[src/lse_pkg.sv]
// Shared types and constants for the bitmap LSB header extractor.
package lse_pkg;

  // Parser phases
  typedef enum logic [2:0] {
    PH_IDLE   = 3'd0,
    PH_HEADER = 3'd1,
    PH_MLEN   = 3'd2,
    PH_MCHAR  = 3'd3,
    PH_XLEN   = 3'd4,
    PH_XCHAR  = 3'd5
  } phase_t;

  typedef enum logic [1:0] {
    KIND_MAGIC = 2'd0,
    KIND_EXTN  = 2'd1,
    KIND_ERROR = 2'd2
  } kind_t;

  typedef enum logic [1:0] {
    ERR_NONE      = 2'd0,
    ERR_MAGIC_LEN = 2'd1,
    ERR_MISMATCH  = 2'd2,
    ERR_EXTN_LEN  = 2'd3
  } err_t;

  // Configuration register indexes
  localparam logic CFG_EXPECTED_MAGIC     = 1'b0;
  localparam logic CFG_EXPECTED_MAGIC_LEN = 1'b1;

  localparam int MAGIC_W   = 64;
  localparam int MLEN_W    = 4;
  localparam int MAX_CHARS = 8;

  // Result queue between parser and output side
  localparam int QUEUE_DEPTH = 4;
  localparam int QPTR_W      = 2;
  localparam int QCNT_W      = 3;

  typedef struct packed {
    kind_t      kind;
    logic [7:0] char_value;
    err_t       error_code;
    logic       section_end;
  } result_t;

endpackage

[src/lsb_stego_header_extractor.sv]
// Top level of the bitmap LSB header extractor: config registers, parser and result queue.
//
// Takes one bitmap file byte per transaction and recovers the string hidden in the
// byte LSBs: after a HEADER_BYTES-byte header, 32 bits of magic length
// (1..MAGIC_LIMIT-1), the magic characters at 8 bytes each (checked against
// expected_magic, first char in the top byte, expected_magic_length chars, at most 8),
// then 32 bits of extension length (1..EXTN_LIMIT-1) and the extension characters.
// Each decoded character is one result transaction; a bad length or a magic mismatch
// gives one error transaction (with section_end set) in place of any further output,
// and the block ignores bytes until the next in_frame_start. in_frame_start restarts
// parsing from any state. Rate: one byte per clock, sustained; each accepted byte updates
// the parser state. Results pass through a 4-entry queue, so in_stall rises only when
// that queue is full because out_stall has been holding off results. Each result is
// written into the queue and reaches out_* from the queue head.
// Config writes are taken at any edge with cfg_we high; write them only while idle.
module lsb_stego_header_extractor
  import lse_pkg::*;
#(
  parameter int HEADER_BYTES = 54,
  parameter int MAGIC_LIMIT  = 50,
  parameter int EXTN_LIMIT   = 8
) (
  input  logic               clk,
  input  logic               rst_n,
  // configuration
  input  logic               cfg_we,
  input  logic               cfg_index,
  input  logic [MAGIC_W-1:0] cfg_wdata,
  // byte input
  input  logic               in_valid,
  output logic               in_stall,
  input  logic [7:0]         in_image_byte,
  input  logic               in_frame_start,
  // results
  output logic               out_valid,
  input  logic               out_stall,
  output logic [1:0]         out_result_kind,
  output logic [7:0]         out_char_value,
  output logic [1:0]         out_error_code,
  output logic               out_section_end
);

  logic [MAGIC_W-1:0] expected_magic_r;
  logic [MLEN_W-1:0]  expected_magic_length_r;

  logic    in_accept;
  logic    q_full;
  logic    res_valid;
  result_t res;
  result_t head;

  // config registers
  always_ff @(posedge clk) begin
    if (!rst_n) begin
      expected_magic_r        <= '0;
      expected_magic_length_r <= MLEN_W'(1);
    end else if (cfg_we) begin
      if (cfg_index == CFG_EXPECTED_MAGIC) expected_magic_r <= cfg_wdata;
      if (cfg_index == CFG_EXPECTED_MAGIC_LEN) begin
        expected_magic_length_r <= cfg_wdata[MLEN_W-1:0];
      end
    end
  end

  // at most one result per byte, so a free queue slot is enough to take a byte
  assign in_stall  = q_full;
  assign in_accept = in_valid && !q_full;

  lse_parser #(
    .HEADER_BYTES (HEADER_BYTES),
    .MAGIC_LIMIT  (MAGIC_LIMIT),
    .EXTN_LIMIT   (EXTN_LIMIT)
  ) u_parser (
    .clk                   (clk),
    .rst_n                 (rst_n),
    .byte_accept           (in_accept),
    .image_byte            (in_image_byte),
    .frame_start           (in_frame_start),
    .expected_magic        (expected_magic_r),
    .expected_magic_length (expected_magic_length_r),
    .res_valid             (res_valid),
    .res                   (res)
  );

  lse_queue u_queue (
    .clk        (clk),
    .rst_n      (rst_n),
    .push       (res_valid),
    .push_data  (res),
    .full       (q_full),
    .head_valid (out_valid),
    .head_stall (out_stall),
    .head_data  (head)
  );

  assign out_result_kind = head.kind;
  assign out_char_value  = head.char_value;
  assign out_error_code  = head.error_code;
  assign out_section_end = head.section_end;

`ifndef SYNTHESIS
  // results only come out of accepted bytes
  a_res_needs_byte: assert property (@(posedge clk) disable iff (!rst_n)
    res_valid |-> in_accept)
    else $error("result without accepted byte");

  // a result leaves the queue in the cycle after it was produced at the earliest
  a_out_after_res: assert property (@(posedge clk) disable iff (!rst_n)
    $rose(out_valid) |-> $past(res_valid))
    else $error("output valid without prior result");

  a_stall_only_full: assert property (@(posedge clk) disable iff (!rst_n)
    in_stall |-> out_valid)
    else $error("input stalled with empty queue");
`endif

endmodule

[src/lse_parser.sv]
// Front end: byte parser state machine that classifies bytes and produces result transactions.
module lse_parser
  import lse_pkg::*;
#(
  parameter int HEADER_BYTES = 54,
  parameter int MAGIC_LIMIT  = 50,
  parameter int EXTN_LIMIT   = 8
) (
  input  logic               clk,
  input  logic               rst_n,
  input  logic               byte_accept,
  input  logic [7:0]         image_byte,
  input  logic               frame_start,
  input  logic [MAGIC_W-1:0] expected_magic,
  input  logic [MLEN_W-1:0]  expected_magic_length,
  output logic               res_valid,
  output result_t            res
);

  localparam logic [5:0]  HDR_LAST  = 6'(HEADER_BYTES);
  localparam logic [31:0] MLIMIT_32 = 32'(MAGIC_LIMIT);
  localparam logic [31:0] XLIMIT_32 = 32'(EXTN_LIMIT);

  phase_t      phase_r, phase_nxt;
  logic [5:0]  byte_count_r, byte_count_nxt;
  logic [31:0] acc_r, acc_nxt;
  logic [5:0]  sec_len_r, sec_len_nxt;
  logic [5:0]  char_idx_r, char_idx_nxt;
  logic        mism_r, mism_nxt;

  // frame start restarts the parse with this byte as first header byte
  phase_t      ph_eff;
  logic [5:0]  bc_base, idx_base, len_base;
  logic [31:0] acc_base;
  logic        mism_base;

  logic [5:0]  bc_inc, idx_inc;
  logic [31:0] acc_sh, len_limit;
  logic [7:0]  ch, want;
  logic [3:0]  exp_len;
  logic        hdr_done, len_done, char_done, len_bad, last_char;
  logic        mism_char, mism_upd, magic_fail;

  assign ph_eff    = frame_start ? PH_HEADER : phase_r;
  assign bc_base   = frame_start ? 6'd0 : byte_count_r;
  assign acc_base  = frame_start ? 32'd0 : acc_r;
  assign idx_base  = frame_start ? 6'd0 : char_idx_r;
  assign len_base  = frame_start ? 6'd0 : sec_len_r;
  assign mism_base = frame_start ? 1'b0 : mism_r;

  assign bc_inc    = bc_base + 6'd1;
  assign idx_inc   = idx_base + 6'd1;
  assign acc_sh    = {acc_base[30:0], image_byte[0]};
  assign ch        = acc_sh[7:0];

  assign hdr_done  = (bc_inc >= HDR_LAST);
  assign len_done  = bc_inc[5];              // 32 bits gathered
  assign char_done = (bc_inc >= 6'd8);
  assign len_limit = (ph_eff == PH_MLEN) ? MLIMIT_32 : XLIMIT_32;
  assign len_bad   = (acc_sh == 32'd0) || (acc_sh >= len_limit);
  assign last_char = (idx_inc >= len_base);

  assign exp_len   = (expected_magic_length > 4'(MAX_CHARS)) ? 4'(MAX_CHARS)
                                                             : expected_magic_length;
  // first expected character sits in the top byte
  assign want      = expected_magic[{~idx_base[2:0], 3'b000} +: 8];
  assign mism_char = (idx_base < {2'b00, exp_len}) ? (want != ch) : 1'b1;
  assign mism_upd  = mism_base | mism_char;
  assign magic_fail = mism_upd || (len_base != {2'b00, exp_len});

  // next phase
  always_comb begin
    phase_nxt = ph_eff;
    unique case (ph_eff)
      PH_IDLE:   phase_nxt = PH_IDLE;
      PH_HEADER: if (hdr_done) phase_nxt = PH_MLEN;
      PH_MLEN: begin
        if (len_done) phase_nxt = len_bad ? PH_IDLE : PH_MCHAR;
      end
      PH_XLEN: begin
        if (len_done) phase_nxt = len_bad ? PH_IDLE : PH_XCHAR;
      end
      PH_MCHAR: begin
        if (char_done && last_char) phase_nxt = magic_fail ? PH_IDLE : PH_XLEN;
      end
      PH_XCHAR: begin
        if (char_done && last_char) phase_nxt = PH_IDLE;
      end
      default:   phase_nxt = PH_IDLE;
    endcase
  end

  // datapath and result
  always_comb begin
    byte_count_nxt = bc_base;
    acc_nxt        = acc_base;
    sec_len_nxt    = len_base;
    char_idx_nxt   = idx_base;
    mism_nxt       = mism_base;
    res_valid      = 1'b0;
    res            = '{kind: KIND_MAGIC, char_value: 8'd0,
                       error_code: ERR_NONE, section_end: 1'b0};
    unique case (ph_eff)
      PH_IDLE: ;
      PH_HEADER: begin
        if (hdr_done) begin
          byte_count_nxt = 6'd0;
          acc_nxt        = 32'd0;
        end else begin
          byte_count_nxt = bc_inc;
        end
      end
      PH_MLEN, PH_XLEN: begin
        byte_count_nxt = bc_inc;
        acc_nxt        = acc_sh;
        if (len_done) begin
          byte_count_nxt = 6'd0;
          acc_nxt        = 32'd0;
          if (len_bad) begin
            res_valid       = 1'b1;
            res.kind        = KIND_ERROR;
            res.error_code  = (ph_eff == PH_MLEN) ? ERR_MAGIC_LEN : ERR_EXTN_LEN;
            res.section_end = 1'b1;
          end else begin
            sec_len_nxt  = acc_sh[5:0];
            char_idx_nxt = 6'd0;
            mism_nxt     = 1'b0;
          end
        end
      end
      PH_MCHAR: begin
        byte_count_nxt = bc_inc;
        acc_nxt        = acc_sh;
        if (char_done) begin
          byte_count_nxt = 6'd0;
          acc_nxt        = 32'd0;
          char_idx_nxt   = idx_inc;
          mism_nxt       = mism_upd;
          res_valid      = 1'b1;
          if (last_char && magic_fail) begin
            res.kind        = KIND_ERROR;
            res.error_code  = ERR_MISMATCH;
            res.section_end = 1'b1;
          end else begin
            res.kind        = KIND_MAGIC;
            res.char_value  = ch;
            res.section_end = last_char;
          end
        end
      end
      PH_XCHAR: begin
        byte_count_nxt = bc_inc;
        acc_nxt        = acc_sh;
        if (char_done) begin
          byte_count_nxt  = 6'd0;
          acc_nxt         = 32'd0;
          char_idx_nxt    = idx_inc;
          res_valid       = 1'b1;
          res.kind        = KIND_EXTN;
          res.char_value  = ch;
          res.section_end = last_char;
        end
      end
      default: ;
    endcase
    if (!byte_accept) res_valid = 1'b0;
  end

  always_ff @(posedge clk) begin
    if (!rst_n) begin
      phase_r      <= PH_IDLE;
      byte_count_r <= 6'd0;
      acc_r        <= 32'd0;
      sec_len_r    <= 6'd0;
      char_idx_r   <= 6'd0;
      mism_r       <= 1'b0;
    end else if (byte_accept) begin
      phase_r      <= phase_nxt;
      byte_count_r <= byte_count_nxt;
      acc_r        <= acc_nxt;
      sec_len_r    <= sec_len_nxt;
      char_idx_r   <= char_idx_nxt;
      mism_r       <= mism_nxt;
    end
  end

`ifndef SYNTHESIS
  // an error report always ends the frame
  a_err_to_idle: assert property (@(posedge clk) disable iff (!rst_n)
    res_valid && (res.kind == KIND_ERROR) |=> (phase_r == PH_IDLE))
    else $error("parser not idle after error report");

  // idle and no restart: byte produces nothing
  a_idle_quiet: assert property (@(posedge clk) disable iff (!rst_n)
    (phase_r == PH_IDLE) && !frame_start |-> !res_valid)
    else $error("result while idle");

  // error reports carry no character; characters carry no error
  a_err_fields: assert property (@(posedge clk) disable iff (!rst_n)
    res_valid |-> ((res.kind == KIND_ERROR) ? (res.char_value == 8'd0 && res.section_end)
                                             : (res.error_code == ERR_NONE)))
    else $error("inconsistent result fields");
`endif

endmodule

[src/lse_queue.sv]
// Back end: small result queue whose head drives the output channel.
module lse_queue
  import lse_pkg::*;
(
  input  logic    clk,
  input  logic    rst_n,
  input  logic    push,
  input  result_t push_data,
  output logic    full,
  output logic    head_valid,
  input  logic    head_stall,
  output result_t head_data
);

  result_t             slot_r [QUEUE_DEPTH];
  logic [QPTR_W-1:0]   wr_ptr_r, rd_ptr_r;
  logic [QCNT_W-1:0]   count_r, count_nxt;
  logic                pop, do_push;

  assign full       = (count_r == QCNT_W'(QUEUE_DEPTH));
  assign head_valid = (count_r != '0);
  assign head_data  = slot_r[rd_ptr_r];
  assign pop        = head_valid && !head_stall;
  assign do_push    = push && !full;

  always_comb begin
    count_nxt = count_r;
    if (do_push && !pop) count_nxt = count_r + 1'b1;
    else if (!do_push && pop) count_nxt = count_r - 1'b1;
  end

  always_ff @(posedge clk) begin
    if (!rst_n) begin
      wr_ptr_r <= '0;
      rd_ptr_r <= '0;
      count_r  <= '0;
    end else begin
      if (do_push) wr_ptr_r <= wr_ptr_r + 1'b1;
      if (pop) rd_ptr_r <= rd_ptr_r + 1'b1;
      count_r <= count_nxt;
    end
  end

  always_ff @(posedge clk) begin
    if (do_push) slot_r[wr_ptr_r] <= push_data;
  end

`ifndef SYNTHESIS
  a_count_range: assert property (@(posedge clk) disable iff (!rst_n)
    count_r <= QCNT_W'(QUEUE_DEPTH))
    else $error("queue count overflow");

  a_no_drop: assert property (@(posedge clk) disable iff (!rst_n)
    push |-> !full)
    else $error("push into full queue");

  a_ptr_gap: assert property (@(posedge clk) disable iff (!rst_n)
    (wr_ptr_r - rd_ptr_r) == count_r[QPTR_W-1:0])
    else $error("queue pointers disagree with count");
`endif

endmodule

[config.mk]
export PLATFORM = sky130hd
export DESIGN_NAME = lsb_stego_header_extractor
export DESIGN_NICKNAME = d
export VERILOG_FILES = /design/src/lse_pkg.sv /design/src/lsb_stego_header_extractor.sv /design/src/lse_parser.sv /design/src/lse_queue.sv
export SDC_FILE = /design/constraint.sdc
export NUM_CORES = 1
export LEC_CHECK = 0
export ABC_AREA = 1
export BUFFER_PORTS_ARGS = -buffer_cell sky130_fd_sc_hd__buf_2
export CAP_MARGIN = 10
export CORE_MARGIN = 4
export CORE_UTILIZATION = 53
export DETAILED_ROUTE_END_ITERATION = 12
export PLACE_DENSITY = 0.73
export SLEW_MARGIN = 20
export SYNTH_ARGS = -nofsm -noshare
export SYNTH_HDL_FRONTEND = slang
export SYNTH_SLANG_ARGS = --single-unit
[constraint.sdc]
create_clock -name clk -period 5 [get_ports clk]
set_input_delay 0.5 -clock clk [delete_from_list [all_inputs] [get_ports clk]]
set_output_delay 0.5 -clock clk [all_outputs]
set_load 0.01 [all_outputs]
Word level (Yosys, flattened, before mapping)
Memory sizes are Yosys's and may differ from the RTL's. A register that Yosys moved wholly into a read port is not among the register bits.
Index checks and enable logic that the tools add are counted.
{"block": "classes", "add_sub_neg": 6, "n_lt_le_gt_ge": 6, "eq_ne": 8, "shift": 1, "n_mux": 63, "bitwise_logic": 3, "n_reduce_logical": 20}
{"cell": "2-to-1 mux 32 bit", "n": 4}
{"cell": "case mux 32 bit (3 select lines)", "n": 1}
{"cell": "2-to-1 mux 6 bit", "n": 12}
{"cell": "indexed part select 64 x 7 -> 8 bit", "n": 1}
{"cell": "2-to-1 mux 3 bit", "n": 12}
{"cell": ">= comparator 32 bit", "n": 1}
{"cell": "zero test 32 bit", "n": 1}
{"cell": "case mux 6 bit (3 select lines)", "n": 1}
{"cell": "case mux 8 bit (2 select lines)", "n": 1}
{"cell": "case mux 3 bit (5 select lines)", "n": 1}
{"cell": "2-to-1 mux 2 bit", "n": 7}
{"cell": "2-to-1 mux 1 bit", "n": 13}
{"cell": "2-to-1 mux 13 bit", "n": 1}
{"cell": "adder 6 x 1 -> 6 bit (second input constant)", "n": 2}
{"cell": "case mux 6 bit (2 select lines)", "n": 1}
{"cell": "equality test 3 bit (second input constant)", "n": 3}
{"cell": "2-to-1 mux 9 bit", "n": 1}
{"cell": "2-to-1 mux 8 bit", "n": 1}
{"cell": "inequality test 8 bit", "n": 1}
{"cell": "logical AND 1 bit", "n": 7}
{"cell": "equality test 3 x 2 -> 1 bit (second input constant)", "n": 2}
{"cell": ">= comparator 6 x 4 -> 1 bit (second input constant)", "n": 1}
{"cell": ">= comparator 6 bit", "n": 1}
{"cell": ">= comparator 6 bit (second input constant)", "n": 1}
{"cell": "22 further kinds", "n": 30}
{"block": "word_totals", "regBits": 129, "mem_bits_rw": 52, "output_inout_bits": 15, "word_cells": 119, "memories": 1}
{"memory": "u_queue.slot_r", "words": 4, "word_bits": 13, "read_ports": 1, "rd_clocked_by_memory_dff": 1, "wr": 1, "line_no": "lse_queue.sv:15", "rtl": "result_t slot_r [QUEUE_DEPTH];"}

Depth between registers and ports, before layout
Gate-level depths: netlist (run 1).
{"block": "logic_depth", "ltp_word": 14, "ltp_mapped": 21, "depth_no_buf": 20}

Cells and area by module
A second synthesis (run 1) with hierarchy kept.
{"block": "hier_totals", "hier_cells": 1424, "area_unflattened_um2": 9903.2}
{"mod": "lse_parser", "n_inst": 1, "cells_per_inst": 796, "area_each_um2": 4555.6, "seq_area_each_um2": 1061.0}
{"mod": "lsb_stego_header_extractor", "n_inst": 1, "cells_per_inst": 434, "area_each_um2": 2892.8, "seq_area_each_um2": 1361.3}
{"mod": "lse_queue", "n_inst": 1, "cells_per_inst": 194, "area_each_um2": 2454.9, "seq_area_each_um2": 1741.7}

Worst setup path before layout (run 1)
Ideal clock, no wire load.
{"block": "synth_timing", "path_type": "input port to flip-flop", "from": "in in_frame_start", "to": "reg u_queue.count_r[1]", "setup_ps": 120, "arrival_time_ps": 3033, "t_required_ps": 4880, "setup_slack_ps": 1847, "stages": 19, "path_buffers": 1, "cell_sequence": "buf_6 nor2_2 inv_2 nor3_2 inv_1 ha_1 nand2_1 nand2_1 nor2_1 nand4_1 nor2_1 nand3_1 o21ai_2 a21oi_2 ha_1 inv_1 fa_1 o21ai_0 a21oi_1"}
{"block": "synth_via", "elab_cells_between_ends": 26, "cone_classes": "1 x add/sub; 2 x order compare; 4 x eq/ne; 10 x mux; 9 x reduce/logical"}
{"element": "from (decl)", "line_no": "lsb_stego_header_extractor.sv:33", "rtl": "input logic in_frame_start,"}
{"element": "2-to-1 mux 3 bit", "line_no": "lse_parser.sv:44", "rtl": "assign ph_eff = frame_start ? PH_HEADER : phase_r;"}
{"element": "equality test 3 x 2 -> 1 bit", "line_no": "lse_parser.sv:59, lse_parser.sv:103"}
{"element": "2-to-1 mux 6 bit", "line_no": "lse_parser.sv:59", "rtl": "assign len_limit = (ph_eff == PH_MLEN) ? MLIMIT_32 : XLIMIT_32;"}
{"element": ">= comparator 32 bit", "line_no": "lse_parser.sv:60", "rtl": "assign len_bad = (acc_sh == 32'd0) || (acc_sh >= len_limit);"}
{"element": "logical OR 1 bit", "line_no": "lse_parser.sv:60"}
{"element": "2-to-1 mux 1 bit", "line_no": "lse_parser.sv:119", "rtl": "if (len_bad) begin"}
{"element": "2-to-1 mux 1 bit", "line_no": "lse_parser.sv:116", "rtl": "if (len_done) begin"}
{"element": "case mux 1 bit (2 select lines) *", "line_no": "lse_parser.sv:103", "rtl": "unique case (ph_eff)"}
{"element": "2-to-1 mux 1 bit *", "line_no": "lse_parser.sv:166", "rtl": "if (!byte_accept) res_valid = 1'b0;"}
{"element": "logical AND 1 bit *", "line_no": "lse_queue.sv:24", "rtl": "assign do_push = push && !full;"}
{"element": "named net u_queue.do_push", "line_no": "lse_queue.sv:18", "rtl": "logic pop, do_push;"}
{"element": "logical AND 1 bit *", "line_no": "lse_queue.sv:28", "rtl": "if (do_push && !pop) count_nxt = count_r + 1'b1;"}
{"element": "2-to-1 mux 3 bit *", "line_no": "lse_queue.sv:28"}
{"element": "named net u_queue.count_nxt[1]", "line_no": "lse_queue.sv:17", "rtl": "logic [QCNT_W-1:0] count_r, count_nxt;"}
{"element": "to (signal assigned)", "line_no": "lse_queue.sv:40", "rtl": "count_r <= count_nxt;"}
{"element": "to (decl)", "line_no": "lse_queue.sv:17"}
Mark *: on every way through the listed nets, which the timed path passes. The rest lies on a longest branch.
A chain may end at the register's enable or synchronous reset.

Final worst setup path (run 1)
Ends and elaborated chain as after synthesis.

==> flow_summary_export.csv, run 1 <==
group,metric,value,unit
logic_synthesis,synthAdderAreaFrac,3.02,%
logic_synthesis,yosys.area_share.simple,23.5,%
logic_synthesis,synthCells,1263,
worst_setup_path,critical_path_class,"input pin to flop",
route,drc,0,
final_layout,diodes,0,
route,vias_per_cell,5.41,
sta,finalSetupTns,0,ns
final_layout,layout.nets,1415,
placement,place_ws,0.890,ns
final_layout,drive_gt1_share,12.7,%
worst_setup_path,cp-end-kind,"flop",
sta,worstMarginPinSlew,0.805,ns
cts,cts_sinks,182,
cts,cts_hold_buffers,0,
route,drt_iter0_drc,879,
sta,finalClockSkew,0.0102,ns
logic_synthesis,post_synth_mux_area_share,0,%
logic_synthesis,yosysTopAreaCell,"dfxtp_1",
global_routing,grt_max_degree,90,
run_status,status,"finished clean",
power_and_ir_drop,swShare,32.1,%
cts,cts_tree,"yes",
logic_synthesis,async_flop_share,0,%
floorplanning,fp.dieW,141,µm
floorplanning,initial_core_util,54.1,%
power_and_ir_drop,leakage,4.53,nW
logic_synthesis,synth_top_family_by_area,"simple AND/OR/NAND/NOR gates",
global_routing,grt_usage,23.5,%
power_and_ir_drop,comb_power_share,23.2,%
min_path,hp-class,"input pin to flop",
cts,numCtsBuffers,17,
sta,slew_headroom,46.4,%
logic_synthesis,synthTopCellsByArea,"dfxtp_1 (28%), edfxtp_1 (17%), nor2_1 (8.2%)",
cts,post_cts_buffers,0,
global_routing,grt_pass1_vias,7818,
flow_run,drv_cap,0,
logic_synthesis,yosys_warnings,0,
power_and_ir_drop,ir_worst_vdd,0.243,mV
logic_synthesis,synth_xor_area_share,1.03,%
sta,setup_ws,1.40,ns
floorplanning,rows,48,
route,via_count,8397,
cts,cts_root_buffer,"clkbuf_16",
sta,hold_ws,0.290,ns
global_routing,antenna_found_initial,0,
global_routing,gr-total-overflow,0,
cts,clock_latency,0.43,ns
cts,clk_pin_slew,0.07,ns
logic_synthesis,syn-num-nets,1364,
worst_setup_path,cp_max_fo,18,
route,wl_per_cell,14.9,µm
sta,fmax,0.278,GHz
logic_synthesis,synth_compound_area_share,17.6,%
sta,slew_violations,0,
floorplanning,dieArea,0.0198,mm²
worst_setup_path,crit_arrival,3.92,ns
logic_synthesis,ys_ff_latch,182,
power_and_ir_drop,p_int,2.62,mW
global_routing,grt_pass1_wl,38.4,mm
route,drt_wl_total,23.1,mm
final_layout,area_delta_synth_final,11.0,%
route,drtPass1Iterations,5,
power_and_ir_drop,power_switching,1.24,mW
cts,cts_resized,0,
placement,gp_congestion,0.868,
final_layout,final_cell_count_no_fill,1551,
floorplanning,die-height,141,µm
sta,final_hold_viol_count,0,
placement,numPlacedInstances,1520,
floorplanning,io_pins,94,
cts,htreeDepth,4,
floorplanning,core_area,0.0173,mm²
logic_synthesis,synth_top_area_share,27.8,%
worst_setup_path,cp.required,5.32,ns
logic_synthesis,synthFlopType,"dfxtp_1",
power_and_ir_drop,seq_power_share,43.7,%
placement,dp_hpwl,15.2,mm
sta,fin_crit_sh,72.0,%
logic_synthesis,syn_avg_cell_area,7.40,µm²
power_and_ir_drop,p_clk_share,33.0,%
power_and_ir_drop,power,3.87,mW
cts,clockBufferDepth,2,
worst_setup_path,start_kind,"input pin",
route,ant_nets,0,
sta,fin_crit,3.60,ns
logic_synthesis,netlist_area,0.00935,mm²
power_and_ir_drop,power.density,373,mW/mm²
sta,final-setup-viol-count,0,
logic_synthesis,ys_seq_area_share,44.5,%
placement,io_buffers,86,
logic_synthesis,synth_cell_types,40,
logic_synthesis,synth_edf_count,52,
sta,rsz0062_at_grt,"no",
critical path: stages:
cell     delay [ns]
buf_2          0.29
nor2_2         0.20
inv_2          0.06
nor3_2         0.32
inv_1          0.17
ha_1           0.23
nor2_1         0.12
nand3_1        0.08
nor3_1         0.31
o21ai_1        0.19
o21ai_2        0.31
a21oi_2        0.14
ha_1           0.22
inv_1          0.10
fa_1           0.42
o21ai_0        0.19
a21oi_1        0.06
cells in the final DEF (no fill, tap or decap), drive strengths merged, types with 2 or more instances in the layout:
cell type	instances
edfxtp	52
nand2	170
a211oi	8
o22ai	13
inv	156
nor2	214
nand4	15
xnor2	2
clkinvlp	2
nor4	2
or2	2
a21oi	77
o221ai	2
clkinv	5
dfxtp	130
buf	105
ha	21
clkbuf	20
nor3	7
nand3	102
o21ai	194
xor2	9
a31oi	5
o211ai	10
synthesized netlist by cell type (2+ instances only):
cell type,count
nor3_2,2
buf_6,7
nor2_2,5
nor2_4,4
o21ai_2,3
nand4_1,15
xnor2_1,2
a31oi_1,5
nor3_1,5
clkinv_1,2
inv_2,6
o21ai_0,152
a211oi_1,8
nand2_2,5
clkbuf_1,43
ha_1,21
buf_2,11
buf_4,8
inv_1,145
nand2_1,164
or2_2,2
o221ai_1,2
buf_1,3
o21ai_1,39
nand3_1,102
xor2_1,9
o22ai_1,13
dfxtp_1,130
o211ai_1,10
a21oi_1,76
nor2_1,204
edfxtp_1,52
state kept, by name, indices dropped and copies added (netlist names), 3 cells and up, named ones only:
name and flops:
u_parser.byte_count_r 6, expected_magic_length_r 4, u_parser.phase_r 3, u_parser.acc_r 31, u_parser.char_idx_r 6, u_parser.sec_len_r 6, u_queue.slot_r 52, expected_magic_r 64
u_queue.count_r 3
area by class of cell:
class,count,area [µm²]
clock inverters,11,101
inverters,153,574
fillers,1602,6910
multi-input cells,855,4240
clock buffers,20,447
flip-flops and latches,182,4160
repair buffers,105,573
well taps,225,282
through the flow:
step,util [%],area (µm²)
2_1_floorplan,-,9350
6_report,60.0,10400
3_5_place_dp,56.8,9830
5_1_grt,60.0,10400
3_3_place_gp,56.8,9830
4_1_cts,60.0,10400
logic make-up after synthesis:
kind of cell | count (synthesis)
compound gates | 310
xor+xnor | 11
fa+ha+maj | 22
buf+inv | 226
flops | 182
simple gates | 512
worst paths after layout:
kind                               start                   end  slack (ns)  cells past startpoint
hold reg to reg     expected_magic_r[21]  expected_magic_r[21]        0.46                      2
setup / recovery          in_frame_start    u_queue.count_r[1]        1.40                     17
setup reg to reg  u_parser.char_idx_r[0]  u_queue.slot_r[2][8]        1.43                     14
hold / removal             cfg_wdata[22]  expected_magic_r[22]        0.29                      3
metal layers:
| metal | vias up | global-route usage, % | share of wire [%] |
|---|---|---|---|
| li1 | 4272 | - | - |
| met1 | 3863 | 31.2 | 45 |
| met2 | 224 | 39.8 | 48 |
| met3 | 38 | 3.22 | 5.1 |
| met4 | 0 | 7.80 | 1.9 |
| met5 | - | 0 | 0 |
power by group through the flow:
stage	Clock [mW]	Combinational [mW]	Sequential [mW]
2_1_floorplan	0	0.652	1.71
3_3_place_gp	0	0.866	1.72
3_5_place_dp	0	0.888	1.72
4_1_cts	1.29	0.896	1.69
5_1_grt	1.35	1.02	1.70
6_report	1.28	0.898	1.69
No activity file was read; power rests on OpenSTA's default activity.
==> inputs of run 2 (changes only) <==
==> constraint.sdc (replaced) <==
create_clock -name clk -period 3.5 [get_ports clk]
set_input_delay 0.35 -clock clk [delete_from_list [all_inputs] [get_ports clk]]
set_output_delay 0.35 -clock clk [all_outputs]
set_load 0.01 [all_outputs]
==> run 2 against run 1 <==
  * Highest routed layer unchanged
  * Largest power group unchanged
  * Global-route usage decreased by 0.57 points
  * Design area increased by 1.8%
  * Sequential cell count unchanged
  * Clock-buffer cell count increased by 1
  * Sequential share of layout area decreased by 0.69 points
  * Largest cell class unchanged
  * Via count increased by 0.87%
  * Combinational power increased by 44%
==> flow_summary_export.csv, run 2 (same netlist as run 1, synthesis figures left out) <==
group,metric,value,unit
placement,io_buffers,86,
route,ant_nets,0,
cts,cts_root_buffer,"clkbuf_16",
worst_setup_path,cp.required,3.81,ns
power_and_ir_drop,leakage,4.64,nW
floorplanning,io_pins,94,
placement,dp_hpwl,15.6,mm
route,vias_per_cell,5.41,
final_layout,layout.nets,1429,
floorplanning,rows,48,
worst_setup_path,r2r_end,"u_queue.count_r[2]",
global_routing,globalRouteMet2Util,38.4,%
cts,numCtsBuffers,17,
sta,final_hold_viol_count,0,
final_layout,layout_commonest_cell,"nor2_1",
worst_setup_path,reg2regPathDepth,20,
final_layout,top_regs,"expected_magic_r: 64 flops, u_queue.slot_r: 52 flops, u_parser.acc_r: 31 flops",
floorplanning,initial_core_util,54.1,%
min_path,min_to,"expected_magic_r[45]",
sta,rsz0062_at_grt,"no",
sta,fin_crit_sh,89.5,%
power_and_ir_drop,power.density,533,mW/mm²
final_layout,max_flop_register,"expected_magic_r",
global_routing,gr-total-overflow,0,
final_layout,drive_gt1_share,13.6,%
cts,post_cts_buffers,0,
global_routing,grt_pass1_wl,37.4,mm
final_layout,multi_input_area,0.00424,mm²
route,drtPass1Iterations,5,
sta,fin_crit,3.13,ns
sta,fmax,0.319,GHz
flow_run,drv_cap,0,
cts,clock_latency,0.43,ns
worst_setup_path,rrSetupSlack,0.37,ns
cts,cts_hold_buffers,0,
sta,final-setup-viol-count,0,
global_routing,grt_max_degree,69,
sta,finalSetupTns,0,ns
final_layout,largest_reg_flops,64,
worst_setup_path,crit_arrival,3.44,ns
worst_setup_path,critPathMaxStageDelay,0.37,ns
power_and_ir_drop,ir_worst_vdd,0.354,mV
min_path,hold_depth,3,
cts,htreeDepth,4,
final_layout,utilization,61.1,%
power_and_ir_drop,power,5.63,mW
worst_setup_path,critPathSlowestCell,"fa_1",
final_layout,register_area,0.00416,mm²
floorplanning,die-height,141,µm
cts,clk_pin_slew,0.07,ns
floorplanning,dieArea,0.0198,mm²
cts,cts_tree,"yes",
final_layout,area_delta_synth_final,13.0,%
sta,slew_violations,0,
worst_setup_path,start_kind,"flop",
cts,cts_resized,0,
route,drt_wl_total,22.8,mm
global_routing,grt_usage,23.0,%
global_routing,grt_pass1_vias,7735,
floorplanning,fp.dieW,141,µm
worst_setup_path,crit_chain,"nor2_2 -> inv_2 -> nor3_2 -> inv_1 -> ha_1 -> nand2_1 -> nand2_1 -> nor2_1 -> nand4_1 -> nor2_1 -> nand3_1 -> o21ai_2 -> a21oi_2 -> ha_1 -> inv_1 -> fa_1 -> a21oi_1 -> o21ai_0 -> o21ai_0 -> a21oi_1",
final_layout,final_cell_mix,"nor2_1 (203), nand2_1 (164), o21ai_0 (152)",
global_routing,globalRouteMet3Util,3.90,%
route,drt_iter0_drc,684,
worst_setup_path,critical_path_class,"flop to flop",
route,drc,0,
sta,finalClockSkew,0.0112,ns
global_routing,grtUsageMet1,30.5,%
global_routing,antenna_found_initial,0,
sta,slew_headroom,49.9,%
placement,gp_congestion,0.901,
min_path,hold_path.startpoint,"cfg_wdata[45]",
worst_setup_path,cp-end-kind,"flop",
worst_setup_path,rr_startpoint,"u_parser.phase_r[0]",
cts,clockBufferDepth,2,
sta,worstMarginPinSlew,0.750,ns
min_path,hp-class,"input pin to flop",
run_status,status,"finished clean",
final_layout,diodes,0,
route,wl_per_cell,14.6,µm
final_layout,n_fill_cell,1614,
global_routing,top_usage_layer,"met2",
worst_setup_path,cp_max_fo,4,
floorplanning,core_area,0.0173,mm²
route,via_count,8470,
cts,cts_sinks,182,
## run 2: per-layer routing
layer  up-vias  routed length, µm
li1       4311                  -
met1      3878              10300
met2       244              10900
met3        37               1160
met4         0                454
met5         -                  0
## run 2: layout make-up
class,instances,area share (%)
clock buffers,21,4.67
well taps,225,2.66
multi-input cells,855,40.1
flip-flops and latches,182,39.4
repair buffers,119,6.66
clock inverters,11,1.04
inverters,153,5.44
## run 2: power breakdown
part | total [mW] | internal, mW | switching, mW
Combinational | 1.29 | 0.438 | 0.851
Clock | 1.92 | 1.10 | 0.826
Sequential | 2.42 | 2.32 | 0.0964
## run 2: per-stage QoR
stage	instance area, µm²	hold WS [ns]	cells	setup slack (ns)
final	10600	0.136	1566	0.367
after global placement	9960	0.442	1534	0.325
after CTS	10600	0.129	1566	0.379
after floorplan	9350	0.429	1263	0.497
after global routing	10600	0.137	1566	0.100
after detailed placement	9960	0.446	1534	0.224
## run 2: how the worst max path moves through the flow
stage | startpoint | endpoint | slack, ns | cells after the start
global route | u_parser.phase_r[0] | u_queue.count_r[1] | 0.1 | 18
finish | u_parser.phase_r[0] | u_queue.count_r[2] | 0.37 | 20
CTS | u_parser.phase_r[0] | u_queue.count_r[2] | 0.38 | 20
detailed placement | in_frame_start | u_queue.slot_r[2][5] | 0.22 | 14
global placement | in_frame_start | u_queue.count_r[2] | 0.33 | 21
floorplan | in_frame_start | u_queue.count_r[1] | 0.50 | 19
## run 2: worst max-delay path: cells and delay by family, from the launching register on
family	cells	cell delay, ns
compound gates	6	0.80
fa+ha+maj	3	0.87
buf+inv	3	0.24
flops	1	0.36
simple gates	8	0.72
